`src/sv/rwmf_pkg.sv`:
```
package rwmf_pkg;

    localparam int RADIUS    = 1;
    localparam int MAX_WIDTH = 1024;
    localparam int WIN       = 2 * RADIUS + 1;
    localparam int AREA      = WIN * WIN;
    localparam int LINES     = 2 * RADIUS;
    localparam int MAX_HEIGHT = 4096;
    localparam int COL_W     = $clog2(MAX_WIDTH);
    localparam int ROW_W     = $clog2(MAX_HEIGHT);
    localparam int CFG_IDX_W = 1;

    localparam logic [CFG_IDX_W-1:0] REG_FRAME_WIDTH  = 1'd0;
    localparam logic [CFG_IDX_W-1:0] REG_FRAME_HEIGHT = 1'd1;

    typedef struct packed {
        logic [7:0] in_red;
        logic [7:0] in_green;
        logic [7:0] in_blue;
    } pixel_in_t;

    typedef struct packed {
        logic [7:0] med_red;
        logic [7:0] med_green;
        logic [7:0] med_blue;
        logic       frame_done;
    } pixel_out_t;

    // item handed from front to back
    typedef struct packed {
        logic [COL_W-1:0] col;
        logic             emit;
        logic             last;
        logic [23:0]      px;
    } job_t;

    typedef logic [7:0] sample_t;
    typedef sample_t [AREA-1:0] chan_win_t;

endpackage

```
`src/sv/rwmf_fifo.sv`:
```
module rwmf_fifo
(
    input  logic            clk,
    input  logic            rst_n,
    input  logic            wr_valid,
    output logic            wr_ready,
    input  rwmf_pkg::job_t  wr_data,
    output logic            rd_valid,
    input  logic            rd_ready,
    output rwmf_pkg::job_t  rd_data
);

    rwmf_pkg::job_t mem_reg [2];
    logic       wp_reg, rp_reg;
    logic [1:0] cnt_reg;
    logic       wr, rd;

    assign wr_ready = cnt_reg != 2'd2;
    assign rd_valid = cnt_reg != 2'd0;
    assign rd_data  = mem_reg[rp_reg];
    assign wr = wr_valid && wr_ready;
    assign rd = rd_valid && rd_ready;

    always_ff @(posedge clk)
    begin
        if (wr)
            mem_reg[wp_reg] <= wr_data;
    end

    always_ff @(posedge clk or negedge rst_n)
    begin
        if (!rst_n)
        begin
            wp_reg  <= 1'b0;
            rp_reg  <= 1'b0;
            cnt_reg <= '0;
        end
        else
        begin
            if (wr)
                wp_reg <= ~wp_reg;
            if (rd)
                rp_reg <= ~rp_reg;
            cnt_reg <= cnt_reg + {1'b0, wr} - {1'b0, rd};
        end
    end

endmodule

```
`config.mk`:
```
export PLATFORM = sky130hd
export DESIGN_NAME = rwmf_fifo
export DESIGN_NICKNAME = d
export VERILOG_FILES = /design/src/sv/rwmf_pkg.sv /design/src/sv/rwmf_fifo.sv
export SDC_FILE = /design/constraint.sdc
export NUM_CORES = 1
export LEC_CHECK = 0
export BUFFER_PORTS_ARGS = -buffer_cell sky130_fd_sc_hd__buf_2
export CORE_MARGIN = 5
export CORE_UTILIZATION = 45
export CTS_CLUSTER_DIAMETER = 150
export DETAILED_ROUTE_END_ITERATION = 16
export MAX_ROUTING_LAYER = met4
export PLACE_DENSITY = 0.81
export SLEW_MARGIN = 20
export SYNTH_ARGS = -nofsm -noshare
export SYNTH_HDL_FRONTEND = slang
export SYNTH_SLANG_ARGS = --single-unit
```
`constraint.sdc`:
```
create_clock -name clk -period 3.5 [get_ports clk]
set_clock_uncertainty 0.2 [all_clocks]
set_input_delay 0.175 -clock clk [delete_from_list [all_inputs] [get_ports clk]]
set_output_delay 0.175 -clock clk [all_outputs]
set_load 0.01 [all_outputs]
```
# Word-level counts from Yosys, hierarchy flattened

Memories as Yosys holds them, arrays and structs flattened.
Cells that the tools add are included.

Bitwise gates (word level): 2
Add/sub/neg operators: 2
Eq/ne operators: 1
Reductions and logical operators: 3
Multiplexer cells: 2

Operators by type and width:

| kind                                        | count |
|---|---|
| 2-bit by 1-bit adder with 2-bit output      | 1 |
| 1-bit logical AND                           | 2 |
| 1-bit 2-to-1 mux                            | 2 |
| 2-bit != test (second input constant)       | 1 |
| 1-bit inverter                              | 2 |
| 2-bit nonzero test                          | 1 |
| 2-bit by 1-bit subtractor with 2-bit output | 1 |

Bits in registers: 4
RAM bits: 72
Logic and storage cells: 14
Memories: 1
Input port bits: 40
Output and inout bits: 38

Memory list:

| name    | depth | width | rd ports | clocked after Yosys merged registers in | write ports | line            | text |
|---|---|---|---|---|---|---|---|
| mem_reg | 2     | 36    | 1        | 0                                       | 1           | rwmf_fifo.sv:13 | `rwmf_pkg::job_t mem_reg [2];` |

# Longest topological paths before layout

Depth in word-level cells: 4
Depth in mapped cells: 7
Gate-level depth less buffers: 7

# Worst setup path before layout

Ideal clock, no wire load.

Path type: register to register
From: register cnt_reg[1]
To: memory mem_reg[0][0] in the netlist's numbering (enable)
Slack: 0.689 ns
Cell stages (with the launch flop): 4
Arrival: 2.182 ns
Clock period less this slack: 2.811 ns
Cells stage by stage: dfrtp_1 nand2b_1 nand2_1 nor2_1

Longest elaborated chain between the ends: 4

Ends and longest elaborated chain:

| what                                   | line            | text |
|---|---|---|
| start: declaration                     | rwmf_fifo.sv:15 | `logic [1:0] cnt_reg;` |
| start signal: assignment               | rwmf_fifo.sv:44 | `cnt_reg <= cnt_reg + {1'b0, wr} - {1'b0, rd};` |
| 2-bit != test                          | rwmf_fifo.sv:18 | `assign wr_ready = cnt_reg != 2'd2;` |
| via wr_ready                           | rwmf_fifo.sv:6  | `output logic wr_ready,` |
| 1-bit logical AND                      | rwmf_fifo.sv:21 | `assign wr = wr_valid && wr_ready;` |
| 1-bit 2-to-1 mux                       | rwmf_fifo.sv:26 | `if (wr)` |
| 1-bit 2-to-1 mux (implied by the code) | rwmf_fifo.sv:27 | `mem_reg[wp_reg] <= wr_data;` |
| end: declaration                       | rwmf_fifo.sv:13 |  |

The timed path passes the listed nets, and every way through them passes these cells.

==> results.toml <==
[run_status]
status = "finished clean"

[min_path]
whs_path_depth = 3
whs_endpoint = "wp_reg"
hold_class = "in2reg"
hold_start = "wr_valid"

[floorplan]
dieArea_mm2 = 0.008200
start_util_pct = 46.25
row_count = 29
fp.dieW_um = 90.56
die_h_um = 90.56
core_mm2 = 0.006314
io_pins = 78

[synth]
synth_compound_area_share_pct = 0
synth_cells = 129
synth_top_family_by_area = "multiplexers"
synthAdderAreaFrac_pct = 0.8569
synth_mux_area_share_pct = 17.61
syn_area_mm2 = 0.002920
yosysTopAreaCell = "edfxtp_1"
synth-seq-cells = 76
yosysSeqAreaShare_pct = 77.46
synthSimpleGateAreaFrac_pct = 1.200
syn_area_per_cell_um2 = 22.64
syn_nets = 171
synthXorXnorAreaFrac_pct = 1.200
yosysUniqueCellTypes = 15
synth_warnings = 0
ys_top_cells_by_area = "edfxtp_1 (74%), mux2_4 (15%), dfrtp_1 (3.4%)"
netlist.area_leader.share_pct = 74.04

[worst_setup_path]
reg2reg_setup_slack_ns = 1.42
cp-start-kind = "register"
reg2reg_to = "mem_reg[0][24]"
crit_start = "rp_reg"
r2r-start = "cnt_reg[1]"
crit_type = "reg2out"
critPathCaptureType = "primary output"
ff2ff_path_depth = 3
arrival_ns = 1.96
crit_required_ns = 3.12
path_max_fanout = 37

[clocking]
cts_tree = "built"
post_cts_buffers = 0
insertion_delay_ns = 0.33
clock_path_buffers = 2
h-tree-depth = 3
cts_root_buf = "clkbuf_8"
cts_buffers = 9
cts_hold_buf = 39
numClockSinks = 76
path_clk_slew_ns = 0.07
post_cts_resized = 0

[timing]
finalWorstSetupSlack_ns = 1.163
slew_violations = 0
rsz0062_at_grt = "false"
min_period_ns = 2.337
min_period_over_period_pct = 66.77
max_freq_mhz = 427.9
slew_headroom_pct = 28.25
tightest_slew_ns = 1.076
fin_setup_tns_ns = 0
hold_violations = 0
finalSetupViolCount = 0

[place]
place_inst = 279
gp_congestion = 0.6926
pre_cts_slack_ns = 1.395
port_buffers = 77
dp.final_hpwl_um = 3071

[layout]
fillers = 485
drive_above_1_share_pct = 50.58
syn_to_final_growth_pct = 34.06
final_common_cell = "buf_2"
mostFrequentLayoutCells = "buf_2 (77), edfxtp_1 (72), dlygate4sd3_1 (39), mux2_4 (29), clkbuf_8 (9)"
final_nets = 294
antennaDiodeCount = 0
stdcell_count = 334
largest_reg_flops = 72

[routing]
vias_per_cell = 4.671
drc = 0
firstDrtPassIters = 4
drt_iter0_drc = 97
wire_per_inst_um = 15.07
routed_wl_um = 5035
num_vias = 1560
postRouteAntennaNets = 0

[grt]
grt_pass1_vias = 1766
grt_use_total_pct = 13.69
grt_pass1_wl_um = 8514
grt_antenna_before_repair = 0
grt_max_degree = 38
grt_overflow = 0

[job]
maxCapViolCount = 0

[power_and_ir_drop]
finalPower_mw = 2.855
power.static_leakage_nw = 1.576
cellPowerDensity_mw_per_mm2 = 729.3
vdd_drop_max_v = 0.0006176
==> synthesized netlist by cell type (all sizes together) <==
| cell type | instances |
|---|---|
| and3 | 1 |
| nor2 | 1 |
| mux2 | 36 |
| nand2b | 1 |
| xor2 | 1 |
| dfrtp | 4 |
| ha | 2 |
| and2 | 1 |
| or2 | 1 |
| nand2 | 1 |
| edfxtp | 72 |
| inv | 1 |
| buf | 4 |
| xnor2 | 3 |
==> worst max path at each step <==
stage,end,slack (ns),depth (start not counted)
floorplan,mem_reg[0][0],0.69,3
global placement,rd_data[0],1.48,2
detailed placement,mem_reg[0][18],1.40,3
CTS,rd_data[5],1.10,2
global route,rd_data[2],1.02,2
finish,rd_data[5],1.16,2
==> critical path: stages, from the launching register on <==
cell	delay (ns)
dfrtp_2	1.07
mux2_2	0.42
buf_2	0.14
==> per-layer routing <==
metal / GRT usage, % / part of all wire, %
met3: 3.083 / 5.2
met5: - / 0
met2: 22.94 / 55
met1: 15.04 / 38
met4: 7.444 / 1.8
==> power breakdown <==
part	leakage [nW]	switching, mW	internal [mW]	total, mW
registers	0.714	0.165	1.25	1.42
clock network	0.0813	0.289	0.246	0.535
logic	0.780	0.381	0.524	0.905
total	1.58	0.836	2.02	2.86
==> stage by stage <==
stage               hold slack [ns]  utilization, %  cell area, µm²
finish                      0.04418           62.01            3915
global route                0.05900           62.01            3915
CTS                         0.02506           62.01            3915
detailed placement          -0.2115           53.33            3367
global placement            -0.2168           53.33            3367
floorplan                   -0.3206               -            2920
==> cells by family (layout without fill, tap and decap cells) <==
kind of cell               after synthesis  count (layout)
adders and majority gates                2               2
muxes                                   36              36
xor gates and xnor gates                 4               4
and+or+nand+nor                          6               6
DFF                                     76              76
buffers and inverters                    5             133
==> final cells by class <==
| class | count | area [µm²] | area share (%) |
|---|---|---|---|
| Sequential cell | 76 | 2263 | 57.81 |
| Timing Repair Buffer | 116 | 775.7 | 19.81 |
| Multi-Input combinational cell | 48 | 618.1 | 15.79 |
| Clock buffer | 9 | 123.9 | 3.164 |
| Tap cell | 77 | 96.34 | 2.461 |
| Clock inverter | 7 | 33.78 | 0.8629 |
| Inverter | 1 | 3.754 | 0.09588 |
No activity file was read; power rests on OpenSTA's default activity.
