**src/sv/rwmf_pkg.sv**
```systemverilog
package rwmf_pkg;

    localparam int RADIUS    = 1;
    localparam int MAX_WIDTH = 1024;
    localparam int WIN       = 2 * RADIUS + 1;
    localparam int AREA      = WIN * WIN;
    localparam int LINES     = 2 * RADIUS;
    localparam int MAX_HEIGHT = 4096;
    localparam int COL_W     = $clog2(MAX_WIDTH);
    localparam int ROW_W     = $clog2(MAX_HEIGHT);
    localparam int CFG_IDX_W = 1;

    localparam logic [CFG_IDX_W-1:0] REG_FRAME_WIDTH  = 1'd0;
    localparam logic [CFG_IDX_W-1:0] REG_FRAME_HEIGHT = 1'd1;

    typedef struct packed {
        logic [7:0] in_red;
        logic [7:0] in_green;
        logic [7:0] in_blue;
    } pixel_in_t;

    typedef struct packed {
        logic [7:0] med_red;
        logic [7:0] med_green;
        logic [7:0] med_blue;
        logic       frame_done;
    } pixel_out_t;

    // item handed from front to back
    typedef struct packed {
        logic [COL_W-1:0] col;
        logic             emit;
        logic             last;
        logic [23:0]      px;
    } job_t;

    typedef logic [7:0] sample_t;
    typedef sample_t [AREA-1:0] chan_win_t;

endpackage

```
**src/sv/rwmf_front.sv**
```systemverilog
module rwmf_front
(
    input  logic                          clk,
    input  logic                          rst_n,
    input  logic                          cfg_valid,
    output logic                          cfg_ready,
    input  logic [rwmf_pkg::CFG_IDX_W-1:0] cfg_index,
    input  logic [15:0]                   cfg_data,
    input  logic                          in_valid,
    output logic                          in_ready,
    input  rwmf_pkg::pixel_in_t           in_data,
    output logic                          job_valid,
    input  logic                          job_ready,
    output rwmf_pkg::job_t                job
);

    logic [10:0] width_reg;
    logic [12:0] height_reg;
    logic [rwmf_pkg::COL_W-1:0] col_reg, col_next;
    logic [rwmf_pkg::ROW_W-1:0] row_reg, row_next;
    logic [10:0] w_eff;
    logic [12:0] h_eff;
    logic [rwmf_pkg::COL_W-1:0] c_use;
    logic [rwmf_pkg::ROW_W-1:0] r_use;
    logic col_end, row_end, xfer;

    assign cfg_ready = 1'b1;
    assign in_ready  = job_ready;
    assign job_valid = in_valid;
    assign xfer      = in_valid && job_ready;

    always_comb
    begin
        if (width_reg < 11'(rwmf_pkg::WIN))
            w_eff = 11'(rwmf_pkg::WIN);
        else if (width_reg > 11'(rwmf_pkg::MAX_WIDTH))
            w_eff = 11'(rwmf_pkg::MAX_WIDTH);
        else
            w_eff = width_reg;
        if (height_reg < 13'(rwmf_pkg::WIN))
            h_eff = 13'(rwmf_pkg::WIN);
        else if (height_reg > 13'(rwmf_pkg::MAX_HEIGHT))
            h_eff = 13'(rwmf_pkg::MAX_HEIGHT);
        else
            h_eff = height_reg;
        c_use   = ({1'b0, col_reg} >= w_eff) ? rwmf_pkg::COL_W'(w_eff - 11'd1) : col_reg;
        r_use   = ({1'b0, row_reg} >= h_eff) ? rwmf_pkg::ROW_W'(h_eff - 13'd1) : row_reg;
        col_end = ({1'b0, c_use} + 11'd1) >= w_eff;
        row_end = ({1'b0, r_use} + 13'd1) >= h_eff;
        if (col_end)
        begin
            col_next = '0;
            row_next = row_end ? '0 : r_use + 1'b1;
        end
        else
        begin
            col_next = c_use + 1'b1;
            row_next = r_use;
        end
        job.col  = c_use;
        job.emit = (r_use >= rwmf_pkg::ROW_W'(rwmf_pkg::LINES))
                && (c_use >= rwmf_pkg::COL_W'(rwmf_pkg::LINES));
        job.last = col_end && row_end;
        // red in the low byte, blue in the high byte
        job.px   = {in_data.in_blue, in_data.in_green, in_data.in_red};
    end

    always_ff @(posedge clk or negedge rst_n)
    begin
        if (!rst_n)
        begin
            width_reg  <= 11'd1024;
            height_reg <= 13'd768;
            col_reg    <= '0;
            row_reg    <= '0;
        end
        else if (cfg_valid)
        begin
            unique case (cfg_index)
                rwmf_pkg::REG_FRAME_WIDTH:  width_reg  <= cfg_data[10:0];
                rwmf_pkg::REG_FRAME_HEIGHT: height_reg <= cfg_data[12:0];
                default: ;
            endcase
            col_reg <= '0;
            row_reg <= '0;
        end
        else if (xfer)
        begin
            col_reg <= col_next;
            row_reg <= row_next;
        end
    end

endmodule

```
**config.mk**
```make
export PLATFORM = sky130hd
export DESIGN_NAME = rwmf_front
export DESIGN_NICKNAME = d
export VERILOG_FILES = /design/src/sv/rwmf_pkg.sv /design/src/sv/rwmf_front.sv
export SDC_FILE = /design/constraint.sdc
export NUM_CORES = 1
export LEC_CHECK = 0
export BUFFER_PORTS_ARGS = -buffer_cell sky130_fd_sc_hd__buf_2
export CAP_MARGIN = 20
export CORE_AREA = 2 2 104 127
export DETAILED_ROUTE_END_ITERATION = 16
export DIE_AREA = 0 0 106 129
export HOLD_SLACK_MARGIN = 0.03
export PLACE_DENSITY = 0.67
export SYNTH_ARGS = -nofsm -noshare
export SYNTH_HDL_FRONTEND = slang
export SYNTH_SLANG_ARGS = --single-unit
```
**constraint.sdc**
```tcl
create_clock -name clk -period 7.85 [get_ports clk]
set_input_delay 0.785 -clock clk [delete_from_list [all_inputs] [get_ports clk]]
set_output_delay 0.785 -clock clk [all_outputs]
set_load 0.02 [all_outputs]
```
Yosys cells after proc, flatten, opt, wreduce, memory -nomap -nowiden
Index checks and enable logic that the tools add are counted.
{"block": "op_classes", "n_addsub": 6, "magnitude_cmp": 10, "n_mux": 13, "n_bitwise": 1, "reduce_logical": 6}
{"cell": "2-to-1 mux 12 bit", "count": 5}
{"cell": "2-to-1 mux 10 bit", "count": 4}
{"cell": "2-to-1 mux 13 bit", "count": 2}
{"cell": "2-to-1 mux 11 bit", "count": 2}
{"cell": "adder 12 x 1 -> 13 bit, second input constant", "count": 1}
{"cell": ">= comparator 12 x 13 -> 1 bit", "count": 1}
{"cell": ">= comparator 13 bit", "count": 1}
{"cell": "greater-than comparator 13 bit, second input constant", "count": 1}
{"cell": "less-than comparator 13 x 2 -> 1 bit, second input constant", "count": 1}
{"cell": "adder 12 x 1 -> 12 bit, second input constant", "count": 1}
{"cell": ">= comparator 12 x 2 -> 1 bit, second input constant", "count": 1}
{"cell": "subtractor 12 x 1 -> 12 bit, second input constant", "count": 1}
{"cell": "adder 10 x 1 -> 11 bit, second input constant", "count": 1}
{"cell": ">= comparator 10 x 11 -> 1 bit", "count": 1}
{"cell": ">= comparator 11 bit", "count": 1}
{"cell": "greater-than comparator 11 bit, second input constant", "count": 1}
{"cell": "less-than comparator 11 x 2 -> 1 bit, second input constant", "count": 1}
{"cell": "adder 10 x 1 -> 10 bit, second input constant", "count": 1}
{"cell": ">= comparator 10 x 2 -> 1 bit, second input constant", "count": 1}
{"cell": "subtractor 10 x 1 -> 10 bit, second input constant", "count": 1}
{"cell": "AND reduction 2 bit", "count": 2}
{"cell": "logical AND 1 bit", "count": 3}
{"cell": "nonzero test 2 bit", "count": 1}
{"cell": "NOT 1 bit", "count": 1}
{"block": "word_totals", "ff_bits": 46, "in_bits": 46, "wordCells": 40}

Logic depth before layout (Yosys ltp)
{"block": "depth", "ltp_word": 11, "depth_mapped": 30}

Worst setup path after synthesis
No wires, ideal clock.
{"block": "synth_timing", "path_type": "register to output", "start": "register height_reg[7]", "end": "output port job[24] (netlist name)", "arrival_time_ns": 5.719, "required_time_ns": 7.065, "setup_slack_ns": 1.346, "path_stages_with_launch": 26, "n_path_buf": 3, "cell_sequence": "dfrtp_1 > or4_4 > buf_6 > nor3_2 > o21ai_0 > ha_1 > nand2_1 > o21ai_0 > a211oi_2 > o21ai_2 > buf_6 > clkbuf_1 > nor2_1 > a21oi_1 > ha_1 > nor2b_1 > o2111ai_1 > mux2_4 > or3_4 > xor2_1 > ha_1 > nand4_1 > o41a_1 > nand2_1 > a21oi_1 > nor2_1"}
{"item": "start: declaration", "line": "rwmf_front.sv:18", "rtl": "logic [12:0] height_reg;"}
{"item": "start signal: assignment", "line": "rwmf_front.sv:81", "rtl": "rwmf_pkg::REG_FRAME_HEIGHT: height_reg <= cfg_data[12:0];"}
{"item": "end: declaration", "line": "rwmf_front.sv:14", "rtl": "output rwmf_pkg::job_t job"}

==> out/results.txt <==
signal arrival time at the worst endpoint = 6.09 ns
hold bufs inserted after CTS = 0
met2 global-route usage = 35.2%
top cells by area, synth = sky130_fd_sc_hd__dfrtp_1 22%, sky130_fd_sc_hd__ha_1 13%, sky130_fd_sc_hd__mux2_2 6.7%
count of cells along the worst register-to-register path = 26
detailed router's first-iteration violation count = 198
Congestion Overflow GR = 0
Root Driver = sky130_fd_sc_hd__clkbuf_16
number of hold-slack violations in the final timing report = 0
sequential element share of the synthesized area = 23.6%
VDD IR max = 104 uV
count of input and output buffers = 32
register cell area after layout = 1150 um^2
final cycle utilization of the critical path = 87.6%
Bufs and invs on worst path = 1
Req. time, crit path = 7.07 ns
most common cell after layout, fill and taps aside = sky130_fd_sc_hd__nand2_1
sw power = 652 uW
capturing element type of the critical path = output port
delay of the slowest cell on the worst path = 0.61 ns
part of the power in the clock network = 18.0%
number of antenna violations at the first check in global routing = 0
# clock sinks = 46
class of the most critical setup path = flip-flop to output port
met1 track demand over resource in global routing = 22.9%
combinational fraction of design power = 57.6%
buffer count from post-CTS setup fixing = 0
net count of the mapped netlist = 656
Slowest cell on crit path = sky130_fd_sc_hd__or4_4
via density per instance = 5.81
most used cells in the layout excluding fill and tap cells = 59 x sky130_fd_sc_hd__nand2_1, 52 x sky130_fd_sc_hd__ha_1, 43 x sky130_fd_sc_hd__dfrtp_1
DR pass1 iterations = 5
synthesized instance count = 558
cell taking the most area after synthesis = sky130_fd_sc_hd__dfrtp_1
count of distinct cell types in the synthesized netlist = 74
launching point of the worst reg2reg path = height_reg[7]$_DFFE_PN0P_
Inserted Diodes = 0
via count of the first global-routing pass = 4085
DIE HEIGHT = 129 um
residual DRC count = 0
number of placement rows = 45
total number of nets in the final design = 652
average footprint of a synthesized cell = 8.77 um^2
number of top-level pins = 85
final weighted congestion of routability-driven global placement = 0.962
Maximum Capacitance Violations = 0
maximum count of clock buffers along a single path = 2
unrepaired setup endpoints after global routing = no
transition time at the pin with the least slew margin = 0.998 ns
reg-to-reg critical path endpoint = row_reg[4]$_DFFE_PN0P_
ratio of total power to cell area = 274 nW/um^2
Design Area, Final = 5150 um^2
total number of vias = 4179
routed length per placed instance = 17.6 um
instance area at placement = 4960 um^2
initial core utilization = 39.3%
worst min path class = input port to async pin
non-filler cells, final = 719
wire length of the first global-routing pass = 21000 um
count of yosys warnings during synthesis = 0
headroom to the max-slew limit = 33.3%
worst clock skew on the final layout = 0.00516 ns
area used by multi-input combinational logic = 3310 um^2
met3 track utilization from global routing = 2.79%
sum of routed wire length over all layers = 12700 um
Die Span X = 106 um
antenna violation net count after detailed routing = 0
number of flip-flops under the largest register name = 13
Post-Place Cells = 710
PostCTS Resize Cnt = 0
Top FF cell, synth = sky130_fd_sc_hd__dfrtp_1
clock edge transition at the registers on the reported setup and hold paths = 0.07 ns
setup TNS after final layout = 0 ns
sequential fraction of design power = 24.4%
Peak Freq = 0.145 GHz
flop and latch count out of synthesis = 46
cell type with the highest occurrence count on the critical path = sky130_fd_sc_hd__ha_1
largest net degree at the start of global routing = 47
core area = 12400 um^2
Synth-to-Final Area Change = 5.32%
cell area after synthesis = 4890 um^2
Synth top area share = 22.0%
Inserted Clock Buffers = 5
outcome = complete, no violations
static leakage = 2.36 nW
GR Util All Layers = 19.4%
Worst setup SP type = flip-flop
proportion of register bits with asynchronous set or reset after synthesis = 100%
total setup violations reported at the end of the flow = 0
layer with the highest usage after global routing = met2
CTS tree = done
largest fanout on the critical path = 6
clock latency at the later pin of the worst-skew pair = 0.30 ns
sequence of cells on the critical path = or4_4, nor3_2, o21ai_0, ha_1, nand2_1, o21ai_0, a211oi_2, o21ai_2, nor2_1, a21oi_1, ha_1, nor2b_1, o2111ai_1, mux2_4, or3_4, xor2_1, ha_1, nand4_1, o41a_1, nand2_1, a21oi_1, nor2_1, buf_2
area of the die = 13700 um^2
HPWL reported at the end of detailed placement = 9960 um
number of fill cells in the layout = 1247
number of enable flip-flop cells after synthesis = 0
Register-to-Register Setup Slack = 1.40 ns
Pint = 759 uW
switching power as a share of total power = 46.2%
final-report max-slew violation count = 0
Period minus WS final = 6.87 ns
category of cells accounting for the largest share of critical-path delay = simple AND/OR/NAND/NOR gates
H-tree levels = 2
fraction of final layout cells sized beyond drive strength 1 = 18.4%
## metal layers
layer / routed length [um] / up-vias / part of all wire [%]
met5: 0 / - / 0
met4: 311 / 0 / 2.5
met3: 533 / 26 / 4.2
met2: 6760 / 112 / 53
met1: 5080 / 2021 / 40
li1: - / 2020 / -
## cell families (layout without fill, tap and decap cells)
logic type                 Yosys count  after routing  share of synthesized area [%]
and+or+nand+nor                    185            185                           20.2
muxes                               51             51                           11.5
buffers and inverters               74             71                           8.80
xor gates and xnor gates            30             30                           5.37
DFF                                 46             46                           23.6
adders and majority gates           52             52                           13.3
other                                1              1                         0.0767
AOI/OAI and AO/OA                  119            119                           17.1
## stage by stage
step                power (mW)  hold slack, ns  setup slack, ns  util (%)
floorplan                0.964           0.477             1.35         -
global placement          1.12           0.507             1.36      39.8
detailed placement        1.15           0.519             1.30      39.8
CTS                       1.41           0.534            0.977      41.2
global route              1.53           0.458            0.618      41.4
finish                    1.41           0.414            0.976      41.4
## synth_stat cells, types with 7 or more instances
library cell and number:
sky130_fd_sc_hd__a21oi_1 31, sky130_fd_sc_hd__a22o_1 10, sky130_fd_sc_hd__and3_1 7, sky130_fd_sc_hd__buf_4 28, sky130_fd_sc_hd__clkbuf_1 11, sky130_fd_sc_hd__dfrtp_1 43
sky130_fd_sc_hd__ha_1 52, sky130_fd_sc_hd__inv_1 25, sky130_fd_sc_hd__mux2_2 29, sky130_fd_sc_hd__mux2i_1 20, sky130_fd_sc_hd__nand2_1 59, sky130_fd_sc_hd__nand3_1 16
sky130_fd_sc_hd__nor2_1 30, sky130_fd_sc_hd__nor2b_1 7, sky130_fd_sc_hd__nor3_1 16, sky130_fd_sc_hd__nor4_1 7, sky130_fd_sc_hd__o211ai_1 7, sky130_fd_sc_hd__o21ai_0 22
sky130_fd_sc_hd__o21ai_1 7, sky130_fd_sc_hd__xnor2_1 21, sky130_fd_sc_hd__xor2_1 9
## cell type report
class	instances	area share, %
well taps	164	3.98
clock buffers	5	2.43
repair buffers	38	4.23
multi-input cells	438	64.2
inverters	25	1.82
clock inverters	3	0.947
flip-flops and latches	46	22.4
## how the worst max path moves through the flow
stage                              start      end  slack, ns  depth (start not counted)
6_report       height_reg[7]$_DFFE_PN0P_  job[24]       0.98                         23
4_1_cts        height_reg[7]$_DFFE_PN0P_  job[24]       0.98                         23
2_1_floorplan  height_reg[7]$_DFFE_PN0P_  job[24]       1.35                         25
3_5_place_dp   height_reg[7]$_DFFE_PN0P_  job[24]       1.30                         23
5_1_grt         width_reg[2]$_DFFE_PN0P_  job[24]       0.62                         23
3_3_place_gp   height_reg[7]$_DFFE_PN0P_  job[24]       1.36                         23
## power groups by stage
stage	clock network, mW	registers (mW)	logic, mW
2_1_floorplan	0	0.317	0.647
3_3_place_gp	0	0.345	0.777
3_5_place_dp	0	0.347	0.801
4_1_cts	0.260	0.343	0.806
5_1_grt	0.272	0.351	0.904
6_report	0.255	0.344	0.813
## worst reg2reg max path, delay by kind of cell (launching register included)
kind            cells  cell delay (ns)
compound gates     11             2.10
xor+xnor            1             0.17
fa+ha+maj           3             0.97
buf+inv             1             0.26
flops               1             0.44
mux                 1             0.36
simple gates        9             2.00
No activity file was read; power rests on OpenSTA's default activity.
